==> src/rtl/pcf_pkg.sv <==
package pcf_pkg;

  localparam logic [31:0] CrcPoly = 32'hEDB8_8320;
  localparam logic [31:0] CrcOnes = 32'hFFFF_FFFF;

  // position of the last header byte; CRC bytes follow it
  localparam logic [3:0] PosBody  = 4'd7;
  localparam logic [3:0] PosFinal = 4'd11;

  localparam logic OpStart = 1'b0;
  localparam logic OpData  = 1'b1;

  typedef struct packed {
    logic        op;
    logic [31:0] chunk_type;
    logic [30:0] chunk_length;
    logic [7:0]  data_byte;
  } in_t;

  typedef struct packed {
    logic [7:0] out_byte;
    logic       last_of_run;
    logic       chunk_done;
    logic       error;
  } out_t;

  // one queued job for the serializer
  typedef struct packed {
    logic        hdr;       // length + type bytes lead the run
    logic        with_crc;  // four CRC bytes close the run
    logic        err;
    logic [30:0] len;
    logic [31:0] ctype;     // data entries carry their byte in [7:0]
    logic [31:0] crc;       // already inverted
  } job_t;

  typedef struct packed {
    logic full;
    logic empty;
  } q_stat_t;

  function automatic logic [31:0] crc_byte(input logic [31:0] c, input logic [7:0] b);
    logic [31:0] r;
    r = c ^ {24'd0, b};
    for (int k = 0; k < 8; k++) begin
      if (r[0]) begin
        r = CrcPoly ^ (r >> 1);
      end else begin
        r = r >> 1;
      end
    end
    return r;
  endfunction

endpackage

==> src/rtl/png_chunk_framer_crc32.sv <==
// A data word taken is written into the queue, then loaded into the output register.
// A start word hashes its type bytes into the header CRC, one a cycle if the queue has room.
// One data word is taken per cycle while the queue has room; a start word stalls the input.
// Each queued job sends 1, 5, 8 or 12 bytes via the output register, one per cycle unless stalled.
// Reset (rst_ni low, asynchronous) empties the two-entry queue and closes any open chunk.
module png_chunk_framer_crc32 import pcf_pkg::*; (
  input  logic clk_i,
  input  logic rst_ni,
  input  logic in_valid_i,
  output logic in_stall_o,
  input  in_t  in_data_i,
  output logic out_valid_o,
  input  logic out_stall_i,
  output out_t out_data_o
);

  q_stat_t q_stat;
  logic    push;
  logic    pop;
  job_t    push_job;
  job_t    head;

  pcf_front u_front (
    .clk_i      (clk_i),
    .rst_ni     (rst_ni),
    .in_valid_i (in_valid_i),
    .in_stall_o (in_stall_o),
    .in_data_i  (in_data_i),
    .q_stat_i   (q_stat),
    .push_o     (push),
    .push_job_o (push_job)
  );

  pcf_fifo u_fifo (
    .clk_i      (clk_i),
    .rst_ni     (rst_ni),
    .push_i     (push),
    .push_job_i (push_job),
    .pop_i      (pop),
    .head_o     (head),
    .stat_o     (q_stat)
  );

  pcf_back u_back (
    .clk_i       (clk_i),
    .rst_ni      (rst_ni),
    .head_i      (head),
    .q_stat_i    (q_stat),
    .pop_o       (pop),
    .out_valid_o (out_valid_o),
    .out_stall_i (out_stall_i),
    .out_data_o  (out_data_o)
  );

endmodule

==> src/rtl/pcf_front.sv <==
module pcf_front import pcf_pkg::*; (
  input  logic    clk_i,
  input  logic    rst_ni,
  input  logic    in_valid_i,
  output logic    in_stall_o,
  input  in_t     in_data_i,
  input  q_stat_t q_stat_i,
  output logic    push_o,
  output job_t    push_job_o
);

  typedef enum logic [1:0] {
    FS_IDLE = 2'b01,
    FS_HASH = 2'b10
  } fstate_e;

  fstate_e     st_q, st_d;
  logic [31:0] crc_q, crc_d;
  logic [30:0] remain_q, remain_d;
  logic        open_q, open_d;
  logic [1:0]  cnt_q, cnt_d;
  logic [31:0] type_q, type_d;
  logic [30:0] len_q, len_d;
  logic        err_q, err_d;

  logic        accept;
  logic [7:0]  hash_b;
  logic [31:0] crc_n;

  assign in_stall_o = (st_q != FS_IDLE) || q_stat_i.full;
  assign accept     = in_valid_i && !in_stall_o;

  always_comb begin
    case (cnt_q)
      2'd1:    hash_b = type_q[23:16];
      2'd2:    hash_b = type_q[15:8];
      default: hash_b = type_q[7:0];
    endcase
  end

  always_comb begin
    st_d       = st_q;
    crc_d      = crc_q;
    remain_d   = remain_q;
    open_d     = open_q;
    cnt_d      = cnt_q;
    type_d     = type_q;
    len_d      = len_q;
    err_d      = err_q;
    push_o     = 1'b0;
    push_job_o = '0;
    crc_n      = crc_byte(crc_q, (st_q == FS_HASH) ? hash_b : in_data_i.data_byte);
    unique case (st_q)
      FS_IDLE: begin
        if (accept && in_data_i.op == OpStart) begin
          err_d  = open_q;
          type_d = in_data_i.chunk_type;
          len_d  = in_data_i.chunk_length;
          crc_d  = crc_byte(CrcOnes, in_data_i.chunk_type[31:24]);
          cnt_d  = 2'd1;
          st_d   = FS_HASH;
          if (in_data_i.chunk_length != '0) begin
            open_d   = 1'b1;
            remain_d = in_data_i.chunk_length;
          end else begin
            open_d   = 1'b0;
            remain_d = '0;
          end
        end else if (accept) begin
          push_o = 1'b1;
          if (open_q) begin
            crc_d                = crc_n;
            remain_d             = remain_q - 31'd1;
            push_job_o.with_crc  = (remain_q == 31'd1);
            push_job_o.ctype     = {24'd0, in_data_i.data_byte};
            push_job_o.crc       = ~crc_n;
            if (remain_q == 31'd1) begin
              open_d = 1'b0;
            end
          end else begin
            // no chunk open: the byte is dropped and an error job is queued
            push_job_o.err = 1'b1;
          end
        end
      end
      FS_HASH: begin
        if (!q_stat_i.full) begin
          crc_d = crc_n;
          cnt_d = cnt_q + 2'd1;
          if (cnt_q == 2'd3) begin
            push_o              = 1'b1;
            push_job_o.hdr      = 1'b1;
            push_job_o.with_crc = (len_q == '0);
            push_job_o.err      = err_q;
            push_job_o.len      = len_q;
            push_job_o.ctype    = type_q;
            push_job_o.crc      = ~crc_n;
            st_d                = FS_IDLE;
          end
        end
      end
      default: st_d = FS_IDLE;
    endcase
  end

  always_ff @(posedge clk_i or negedge rst_ni) begin
    if (!rst_ni) begin
      st_q     <= FS_IDLE;
      crc_q    <= CrcOnes;
      remain_q <= '0;
      open_q   <= 1'b0;
      cnt_q    <= '0;
      err_q    <= 1'b0;
    end else begin
      st_q     <= st_d;
      crc_q    <= crc_d;
      remain_q <= remain_d;
      open_q   <= open_d;
      cnt_q    <= cnt_d;
      err_q    <= err_d;
    end
  end

  always_ff @(posedge clk_i) begin
    type_q <= type_d;
    len_q  <= len_d;
  end

endmodule

==> src/rtl/pcf_fifo.sv <==
module pcf_fifo import pcf_pkg::*; (
  input  logic    clk_i,
  input  logic    rst_ni,
  input  logic    push_i,
  input  job_t    push_job_i,
  input  logic    pop_i,
  output job_t    head_o,
  output q_stat_t stat_o
);

  job_t       mem_q [2];
  logic       wr_ptr_q, rd_ptr_q;
  logic [1:0] cnt_q;

  assign head_o       = mem_q[rd_ptr_q];
  assign stat_o.full  = (cnt_q == 2'd2);
  assign stat_o.empty = (cnt_q == 2'd0);

  always_ff @(posedge clk_i) begin
    if (push_i) begin
      mem_q[wr_ptr_q] <= push_job_i;
    end
  end

  always_ff @(posedge clk_i or negedge rst_ni) begin
    if (!rst_ni) begin
      wr_ptr_q <= 1'b0;
      rd_ptr_q <= 1'b0;
      cnt_q    <= '0;
    end else begin
      if (push_i) begin
        wr_ptr_q <= ~wr_ptr_q;
      end
      if (pop_i) begin
        rd_ptr_q <= ~rd_ptr_q;
      end
      cnt_q <= cnt_q + {1'b0, push_i} - {1'b0, pop_i};
    end
  end

endmodule

==> src/rtl/pcf_back.sv <==
module pcf_back import pcf_pkg::*; (
  input  logic    clk_i,
  input  logic    rst_ni,
  input  job_t    head_i,
  input  q_stat_t q_stat_i,
  output logic    pop_o,
  output logic    out_valid_o,
  input  logic    out_stall_i,
  output out_t    out_data_o
);

  logic [3:0] pos_q, pos_d;
  logic [3:0] pos;
  logic [3:0] pos_end;
  logic       load;
  logic       out_valid_q;
  out_t       out_q, out_d;
  logic [7:0] sel_byte;
  logic [31:0] len_w;

  assign len_w   = {1'b0, head_i.len};
  // data runs start at the body slot
  assign pos     = (!head_i.hdr && pos_q < PosBody) ? PosBody : pos_q;
  assign pos_end = head_i.with_crc ? PosFinal : PosBody;
  assign load    = (!out_valid_q || !out_stall_i) && !q_stat_i.empty;
  assign pop_o   = load && (pos == pos_end);

  always_comb begin
    case (pos)
      4'd0:    sel_byte = len_w[31:24];
      4'd1:    sel_byte = len_w[23:16];
      4'd2:    sel_byte = len_w[15:8];
      4'd3:    sel_byte = len_w[7:0];
      4'd4:    sel_byte = head_i.ctype[31:24];
      4'd5:    sel_byte = head_i.ctype[23:16];
      4'd6:    sel_byte = head_i.ctype[15:8];
      4'd7:    sel_byte = head_i.ctype[7:0];
      4'd8:    sel_byte = head_i.crc[31:24];
      4'd9:    sel_byte = head_i.crc[23:16];
      4'd10:   sel_byte = head_i.crc[15:8];
      default: sel_byte = head_i.crc[7:0];
    endcase
  end

  always_comb begin
    out_d.out_byte    = sel_byte;
    out_d.last_of_run = (pos == pos_end);
    out_d.chunk_done  = head_i.with_crc && (pos == PosFinal);
    out_d.error       = head_i.err;
    pos_d             = pos_q;
    if (load) begin
      pos_d = (pos == pos_end) ? 4'd0 : pos + 4'd1;
    end
  end

  always_ff @(posedge clk_i or negedge rst_ni) begin
    if (!rst_ni) begin
      pos_q       <= '0;
      out_valid_q <= 1'b0;
    end else begin
      pos_q <= pos_d;
      if (!out_valid_q || !out_stall_i) begin
        out_valid_q <= !q_stat_i.empty;
      end
    end
  end

  always_ff @(posedge clk_i) begin
    if (load) begin
      out_q <= out_d;
    end
  end

  assign out_valid_o = out_valid_q;
  assign out_data_o  = out_q;

endmodule
==> config.mk <==
export PLATFORM = sky130hd
export DESIGN_NAME = png_chunk_framer_crc32
export DESIGN_NICKNAME = d
export VERILOG_FILES = /design/src/rtl/pcf_pkg.sv /design/src/rtl/png_chunk_framer_crc32.sv /design/src/rtl/pcf_front.sv /design/src/rtl/pcf_fifo.sv /design/src/rtl/pcf_back.sv
export SDC_FILE = /design/constraint.sdc
export NUM_CORES = 1
export LEC_CHECK = 0
export ABC_AREA = 1
export BUFFER_PORTS_ARGS = -buffer_cell sky130_fd_sc_hd__clkbuf_2
export CAP_MARGIN = 20
export CELL_PAD_IN_SITES_DETAIL_PLACEMENT = 1
export CELL_PAD_IN_SITES_GLOBAL_PLACEMENT = 1
export CORE_ASPECT_RATIO = 1.1
export CORE_MARGIN = 1.5
export CORE_UTILIZATION = 52
export DETAILED_ROUTE_END_ITERATION = 8
export GPL_TIMING_DRIVEN = 0
export PLACE_DENSITY_LB_ADDON = 0.2
export SYNTH_ARGS = -nofsm -noshare
export SYNTH_HDL_FRONTEND = slang
export SYNTH_HIERARCHICAL = 1
export SYNTH_SLANG_ARGS = --single-unit
==> constraint.sdc <==
create_clock -name clk_i -period 12.77 [get_ports clk_i]
set_clock_uncertainty 0.05 [all_clocks]
set_input_delay 0 -clock clk_i [delete_from_list [all_inputs] [get_ports clk_i]]
set_output_delay 0 -clock clk_i [all_outputs]
set_load 0.02 [all_outputs]
Word-level counts from Yosys, hierarchy flattened
Memories as Yosys holds them, arrays and structs flattened.
Index checks and enable logic that the tools add are counted.
{"block": "totals", "ram_bits": 196, "memories": 1, "elab_cells": 174, "ff_bits": 152}
{"block": "op_classes", "muxes": 77, "n_bitwise": 22, "n_lt_le_gt_ge": 1, "n_reduce_logical": 26, "add_sub_neg": 5, "eq_ne": 25}
{"name": "u_fifo.mem_q", "words": 2, "width": 98, "rd": 1, "rd_ports_with_merged_regs": 0, "write_ports": 1, "line_no": "pcf_fifo.sv:11", "rtl": "job_t mem_q [2];"}
{"operator": "$mux 32", "n": 34}
{"operator": "$not 13->14", "n": 16}
{"operator": "$mux 98", "n": 2}
{"operator": "$mux 31", "n": 5}
{"operator": "$mux 64", "n": 2}
{"operator": "$pmux 64 s2", "n": 1}
{"operator": "$pmux 8 s11", "n": 1}
{"operator": "$pmux 32 s2", "n": 1}
{"operator": "$mux 40", "n": 1}
{"operator": "$not 32->32", "n": 1}
{"operator": "$not 8->32", "n": 1}
{"operator": "$xor 32x8->32", "n": 1}
{"operator": "$eq 31x1->1 const B", "n": 1}
{"operator": "$logic_not 31->1", "n": 1}
{"operator": "$reduce_bool 31->1", "n": 1}
{"operator": "$sub 31x1->31 const B", "n": 1}
{"operator": "$eq 4x3->1 const B", "n": 4}
{"operator": "$eq 4x4->1 const B", "n": 4}
{"operator": "$pmux 8 s2", "n": 1}
{"operator": "$mux 1", "n": 14}
{"operator": "$mux 2", "n": 7}
{"operator": "$mux 4", "n": 3}
{"operator": "$pmux 2 s2", "n": 3}
{"operator": "$reduce_and 3->1", "n": 3}
{"operator": "24 further kinds", "n": 47}

Longest topological paths before layout
{"block": "logic_depth", "ltp_word": 35, "depth_mapped": 20, "mapped_depth_nobuf": 20}

Cells and area by module
The synthesis kept the hierarchy.
{"mod": "pcf_front", "instances": 1, "area_each_um2": 8664.6, "cells_per_inst": 1129}
{"mod": "pcf_fifo", "instances": 1, "area_each_um2": 7762.4, "cells_per_inst": 537}
{"mod": "pcf_back", "instances": 1, "area_each_um2": 1527.7, "cells_per_inst": 262}

Worst setup path before layout
No wires, ideal clock.
{"block": "synth_path", "path_type": "reg-to-reg", "from": "register u_front.st_q[0]", "to": "memory u_fifo/mem_q[0][0] in the netlist's numbering, enable pin", "period_less_slack_ns": 6.207, "slack_ns": 6.563, "path_buffers": 1, "setup_ns": 0.555, "stages_incl_launch_ff": 9, "t_arrival_ns": 5.602, "path_cell_list": "dfstp_2 -> inv_1 -> ha_1 -> clkbuf_1 -> clkinv_1 -> nand2_1 -> o21ai_0 -> inv_1 -> nor2_1"}
{"block": "synth_via", "elab_chain_cells": 9}
{"element": "start, declared", "line_no": "pcf_front.sv:17", "rtl": "fstate_e st_q, st_d;"}
{"element": "start signal, assigned", "line_no": "pcf_front.sv:115", "rtl": "st_q <= st_d;"}
{"element": "$ne 2x1->1", "line_no": "pcf_front.sv:30", "rtl": "assign in_stall_o = (st_q != FS_IDLE) || q_stat_i.full;"}
{"element": "$logic_or 1x1->1", "line_no": "pcf_front.sv:30"}
{"element": "$logic_not 1->1", "line_no": "pcf_front.sv:31", "rtl": "assign accept = in_valid_i && !in_stall_o;"}
{"element": "$logic_and 1x1->1", "line_no": "pcf_front.sv:31"}
{"element": "$mux 1 or $logic_and 1x1->1 (tied branches)", "line_no": "pcf_front.sv:69, pcf_front.sv:55"}
{"element": "$mux 1", "line_no": "pcf_front.sv:55", "rtl": "if (accept && in_data_i.op == OpStart) begin"}
{"element": "$pmux 1 s2 *", "line_no": "pcf_front.sv:53", "rtl": "unique case (st_q)"}
{"element": "named net push", "line_no": "png_chunk_framer_crc32.sv:18", "rtl": "logic push;"}
{"element": "$mux 1 *", "line_no": "pcf_fifo.sv:20", "rtl": "if (push_i) begin"}
{"element": "$mux 1 (not written as such) *", "line_no": "pcf_fifo.sv:21", "rtl": "mem_q[wr_ptr_q] <= push_job_i;"}
{"element": "end, declared", "line_no": "pcf_fifo.sv:11"}
Mark *: on every way through the listed nets, which the timed path passes. The rest lies on a longest branch.

Final worst setup path
{"block": "layout_path", "from": "register u_front.st_q[0]", "to": "memory u_fifo/mem_q[0][10] in the netlist's numbering, enable pin"}
Same word-level chain as after synthesis.

==> results list <==
- Antenna diode count: 0
* RR Endpoint: u_fifo/mem_q[0][10]
- Synthesized area per cell: just over 9 sq um
- Summed over all failing endpoints, the final setup total negative slack is 0 ns.
* Kind of start point of the critical path: register
- Period Utilization, post-route: 30.1%
- In this run the power spent charging and discharging nets is 2.61 mW.
- Yosys printed 6 warnings.
* Endpoint type of the worst setup path: register
- Simple-Gate Fraction of Synth Area: 21.4%
* Net Count, Synth: 2,015
- Summing the areas of all compound-gate instances in the mapped netlist gives under 10% of the synthesized area.
- Detailed placement finished with a half-perimeter wire length of 42.8 mm.
* Adder-cell area share of the yosys netlist: less than 1%
* Switching power share of the total: between 40% and 50%
* Largest fanout on the critical path: 31
* H-tree level count: 2
* Data required time at the worst endpoint: 12.95 ns
- In this run, synthesis produced a sequential element count of 348.
- After synthesis, flip-flops and latches occupy roughly 56% of the total area.
- Detailed-route wire length: 64.4 mm
- Design internal power: 2.99 mW
* Multiplexer share of the synthesized area: 0%
- Setup violations remaining at the end of the flow were counted as 0.
- Gr ovfl total: 0
- CTS tree: built
* Total routing resource utilization after global routing: roughly 37%
- Number of global-route vias before repair: approximately 16,000
- The number of different library cells used by synthesis comes to 51.
- Sequential cells account for a little under a third of the total power.
- ANT nets after route: 0
- The clock network accounts for 20.8% of the total power.
- Number of port buffers: between 80 and 90
- Setup slack, reg-to-reg: 8.93 ns
- Number of clock sinks: 348
- Counting I/O delays and the setup requirement, the final critical path takes 3.84 ns.
* First-pass GRT wire length: a little under 100 mm
- Share of layout cells above drive strength 1: 16.0%
- The filler cells instantiated in the layout total 3,877.
- Failing checks: design-rule violations
- Timing would allow up to 0.260 GHz.
* Critical path arrival: ~4.0 ns
- Relative to the synthesized area, the layout overhead comes to 17.7%.
- Setup repair after global routing left no endpoint under its margin.
* Endpoints failing hold: 0
* Final design utilization: 61.9%
- The run finished, with violations left.
* Resize count post-CTS: 0
- Before antenna repair, the detailed router went through 8 iterations.
* Cell at the root of the clock tree: clkbuf_16
* Worst hold path class: in2async
- The most used flip-flop cell after synthesis is edfxtp_1.
- Combinational power share: 48.8%
- For this configuration, the core starts out at a cell density of a little over half.
* Per-cell routed wire length: 24.7 microns
- Ports: 89
- Of the total synthesized cell area, the portion taken by XOR and XNOR cells is 4.42%.
- Async set-or-reset flop fraction in the synthesized netlist: approximately 22%
- The number of max-slew violations in the final report came to 0.
* Area taken by multi-input logic gates: ~6400 sq um
* Most area-consuming cells after synthesis: edfxtp_1 (45%), nand2_1 (10%), dfrtp_1 (6.3%)
* Maximum buffer depth of the clock tree: 3
- The floorplan step defined a die boundary enclosing 35,700 sq um.
* Cell accounting for the most synthesized area: edfxtp_1
* DRC: 3
* Total CTS buffers: 39
- In the synthesized netlist, the number of instances is 1,928.
- Relative max-transition margin: 30.8%
* Most common library cell in the layout ignoring fill and taps: nand2_1
- Number of DRC violations after detailed-routing iteration 0: 1,571
* Peak supply drop: 174 uV
- Post-synth EDFFs: 270
* Area used by sequential logic in the layout: between 10,000 and 15,000 sq um
- Across the run, the number of max-cap violations was 0.
- Crit Path Category: reg2reg
* Routability congestion estimate: between 0.9 and 1
* Floorplan row count: 71
- Summed instance area of the synthesized netlist: approximately 18,000 sq um
- For the worst flop-to-flop path, the logic depth is 11.
- Overall Power: 5.60 mW
- The number of antenna violations at the first check in global routing came to 0.
- In this run the horizontal extent of the chip is 180 microns.
- After synthesis, the largest area contributor takes up 45.2% of total cell area.
- Clock latency at the later pin of the worst-skew pair: around 0.56 ns
* Placeable Area: 34,100 sq um
* Clock transition at path regs: 0.07 ns
- Die height: 198 microns
* Power per unit of standard cell area: between 200 and 300 nW/um^2
- Via count: ~15,000
- Traced cell by cell, the critical path runs through ha_1 -> inv_2 -> nor2_1 -> nand2_1 -> nor2_1 -> nand2_1 -> o21ai_0 -> inv_1 -> nor2_4 -> buf_12 -> buf_12.
* Cell at the slowest stage of the critical path: nor2_4
* Pin count of the biggest net entering global routing: 73
- For this design the static power due to leakage is 9.20 nW.
- For the pin with the worst max-slew slack, the measured transition is 1.03 ns.
* Net total in the final layout: 2,226
* Most frequent cells in the layout: nand2_1 (491), edfxtp_1 (270), inv_1 (238)
- Using the TritonRoute via totals, the vias-per-cell ratio works out to 5.91.
* Max incr delay on CP: 0.64 ns
- In this run the critical register-to-register path is launched from u_front/st_q[0].
- By area, the combinational part of the netlist is dominated by simple AND/OR/NAND/NOR gates.
==> area by class of cell <==
| type | count | share of cell area [%] |
|---|---|---|
| inverter | 261 | 4.65 |
| multi-input combinational | 1255 | 30.2 |
| clock buffer | 51 | 5.08 |
| tap | 438 | 2.59 |
| buffer | 64 | 2.35 |
| clock inverter | 21 | 0.965 |
| sequential | 348 | 47.8 |
| timing repair buffer | 170 | 6.32 |
==> worst max path at each step <==
stage,cells past startpoint,slack (ns),endpoint,from
2_1_floorplan,8,6.56,u_fifo/mem_q[0][0],u_front/st_q[0]
3_3_place_gp,9,3.76,u_fifo/mem_q[0][24],u_front/st_q[0]
3_5_place_dp,9,9.06,u_fifo/mem_q[0][22],u_fifo/cnt_q[1]
4_1_cts,11,8.99,u_fifo/mem_q[0][17],u_front/st_q[0]
5_1_grt,11,8.74,u_fifo/mem_q[0][17],u_front/st_q[0]
6_report,11,8.93,u_fifo/mem_q[0][10],u_front/st_q[0]
==> per-layer routing <==
metal | part of all wire [%] | up-vias | global-route usage [%] | wire length [microns]
li1 | - | 6749 | - | -
met1 | 39 | 7732 | 46.5 | 25300
met2 | 49 | 752 | 63.1 | 31700
met3 | 7.2 | 173 | 5.96 | 4670
met4 | 4.3 | 0 | 15.2 | 2780
met5 | 0 | - | 0 | 0
==> cell families (layout without fill, tap and decap cells) <==
group / count (synthesis) / after routing
simple gates: 896 / 896
compound gates: 266 / 266
xor+xnor: 82 / 82
buf+inv: 325 / 567
flops: 348 / 348
fa+ha+maj: 11 / 11
==> state kept, by name (all words and copies together), names as in the netlist, 2 cells and up <==
name	flops
u_front/cnt_q	2
u_front/crc_q	32
u_front/st_q	2
u_fifo/mem_q	196
u_fifo/cnt_q	2
u_back/pos_q	4
u_front/remain_q	31
u_front/len_q	31
u_front/type_q	32
u_back/out_data_o	11
==> power by group through the flow <==
stage	Clock [mW]	Combinational, mW	Sequential, mW
floorplan	0	1.70	1.70
global placement	0	2.39	1.71
detailed placement	0	2.53	1.71
CTS	1.15	2.59	1.69
global route	1.21	2.92	1.72
finish	1.16	2.73	1.71
==> cells in the mapped netlist, types with 3 or more instances <==
cell / instances
clkbuf_1: 27
nor2_2: 13
o22ai_1: 5
nand3_2: 7
a211oi_1: 3
nand2_1: 491
a31oi_1: 3
o21ai_1: 12
nor4_1: 14
buf_2: 12
xor2_1: 58
nand2_4: 8
buf_12: 11
xnor2_1: 17
a32o_1: 8
a22oi_1: 17
nor3_1: 12
inv_1: 239
edfxtp_1: 270
inv_2: 20
o211ai_1: 4
o21ai_0: 97
dfrtp_1: 45
ha_1: 11
xor2_2: 4
nor2_4: 3
nand2_2: 25
a21oi_1: 73
dfstp_2: 33
nand4_1: 24
nand3_1: 83
nor2_1: 209
buf_6: 5
o21ai_2: 40
buf_1: 4
==> per-stage QoR <==
step	setup WS [ns]	instances	cell area (sq um)	hold WS (ns)
global route	8.74	2608	21100	0.0390
finish	8.93	2608	21100	0.0256
detailed placement	9.06	2460	19100	0.0185
global placement	3.76	2454	18900	0.129
CTS	8.99	2608	21100	0.0233
floorplan	6.56	1928	18000	-0.346
==> worst max-delay path: cells and delay by family, from the launching register on <==
family          cells  cell delay, ns
simple gates        5            1.46
buf+inv             4            0.80
flops               1            0.54
compound gates      1            0.42
fa+ha+maj           1            0.20
==> timing repair <==
item / in CTS / in global routing
hold buffers: 76 / 0
setup buffers: 0 / 0
hold endpoints to repair: 167 / 0
(Power assumes the default switching activity.)
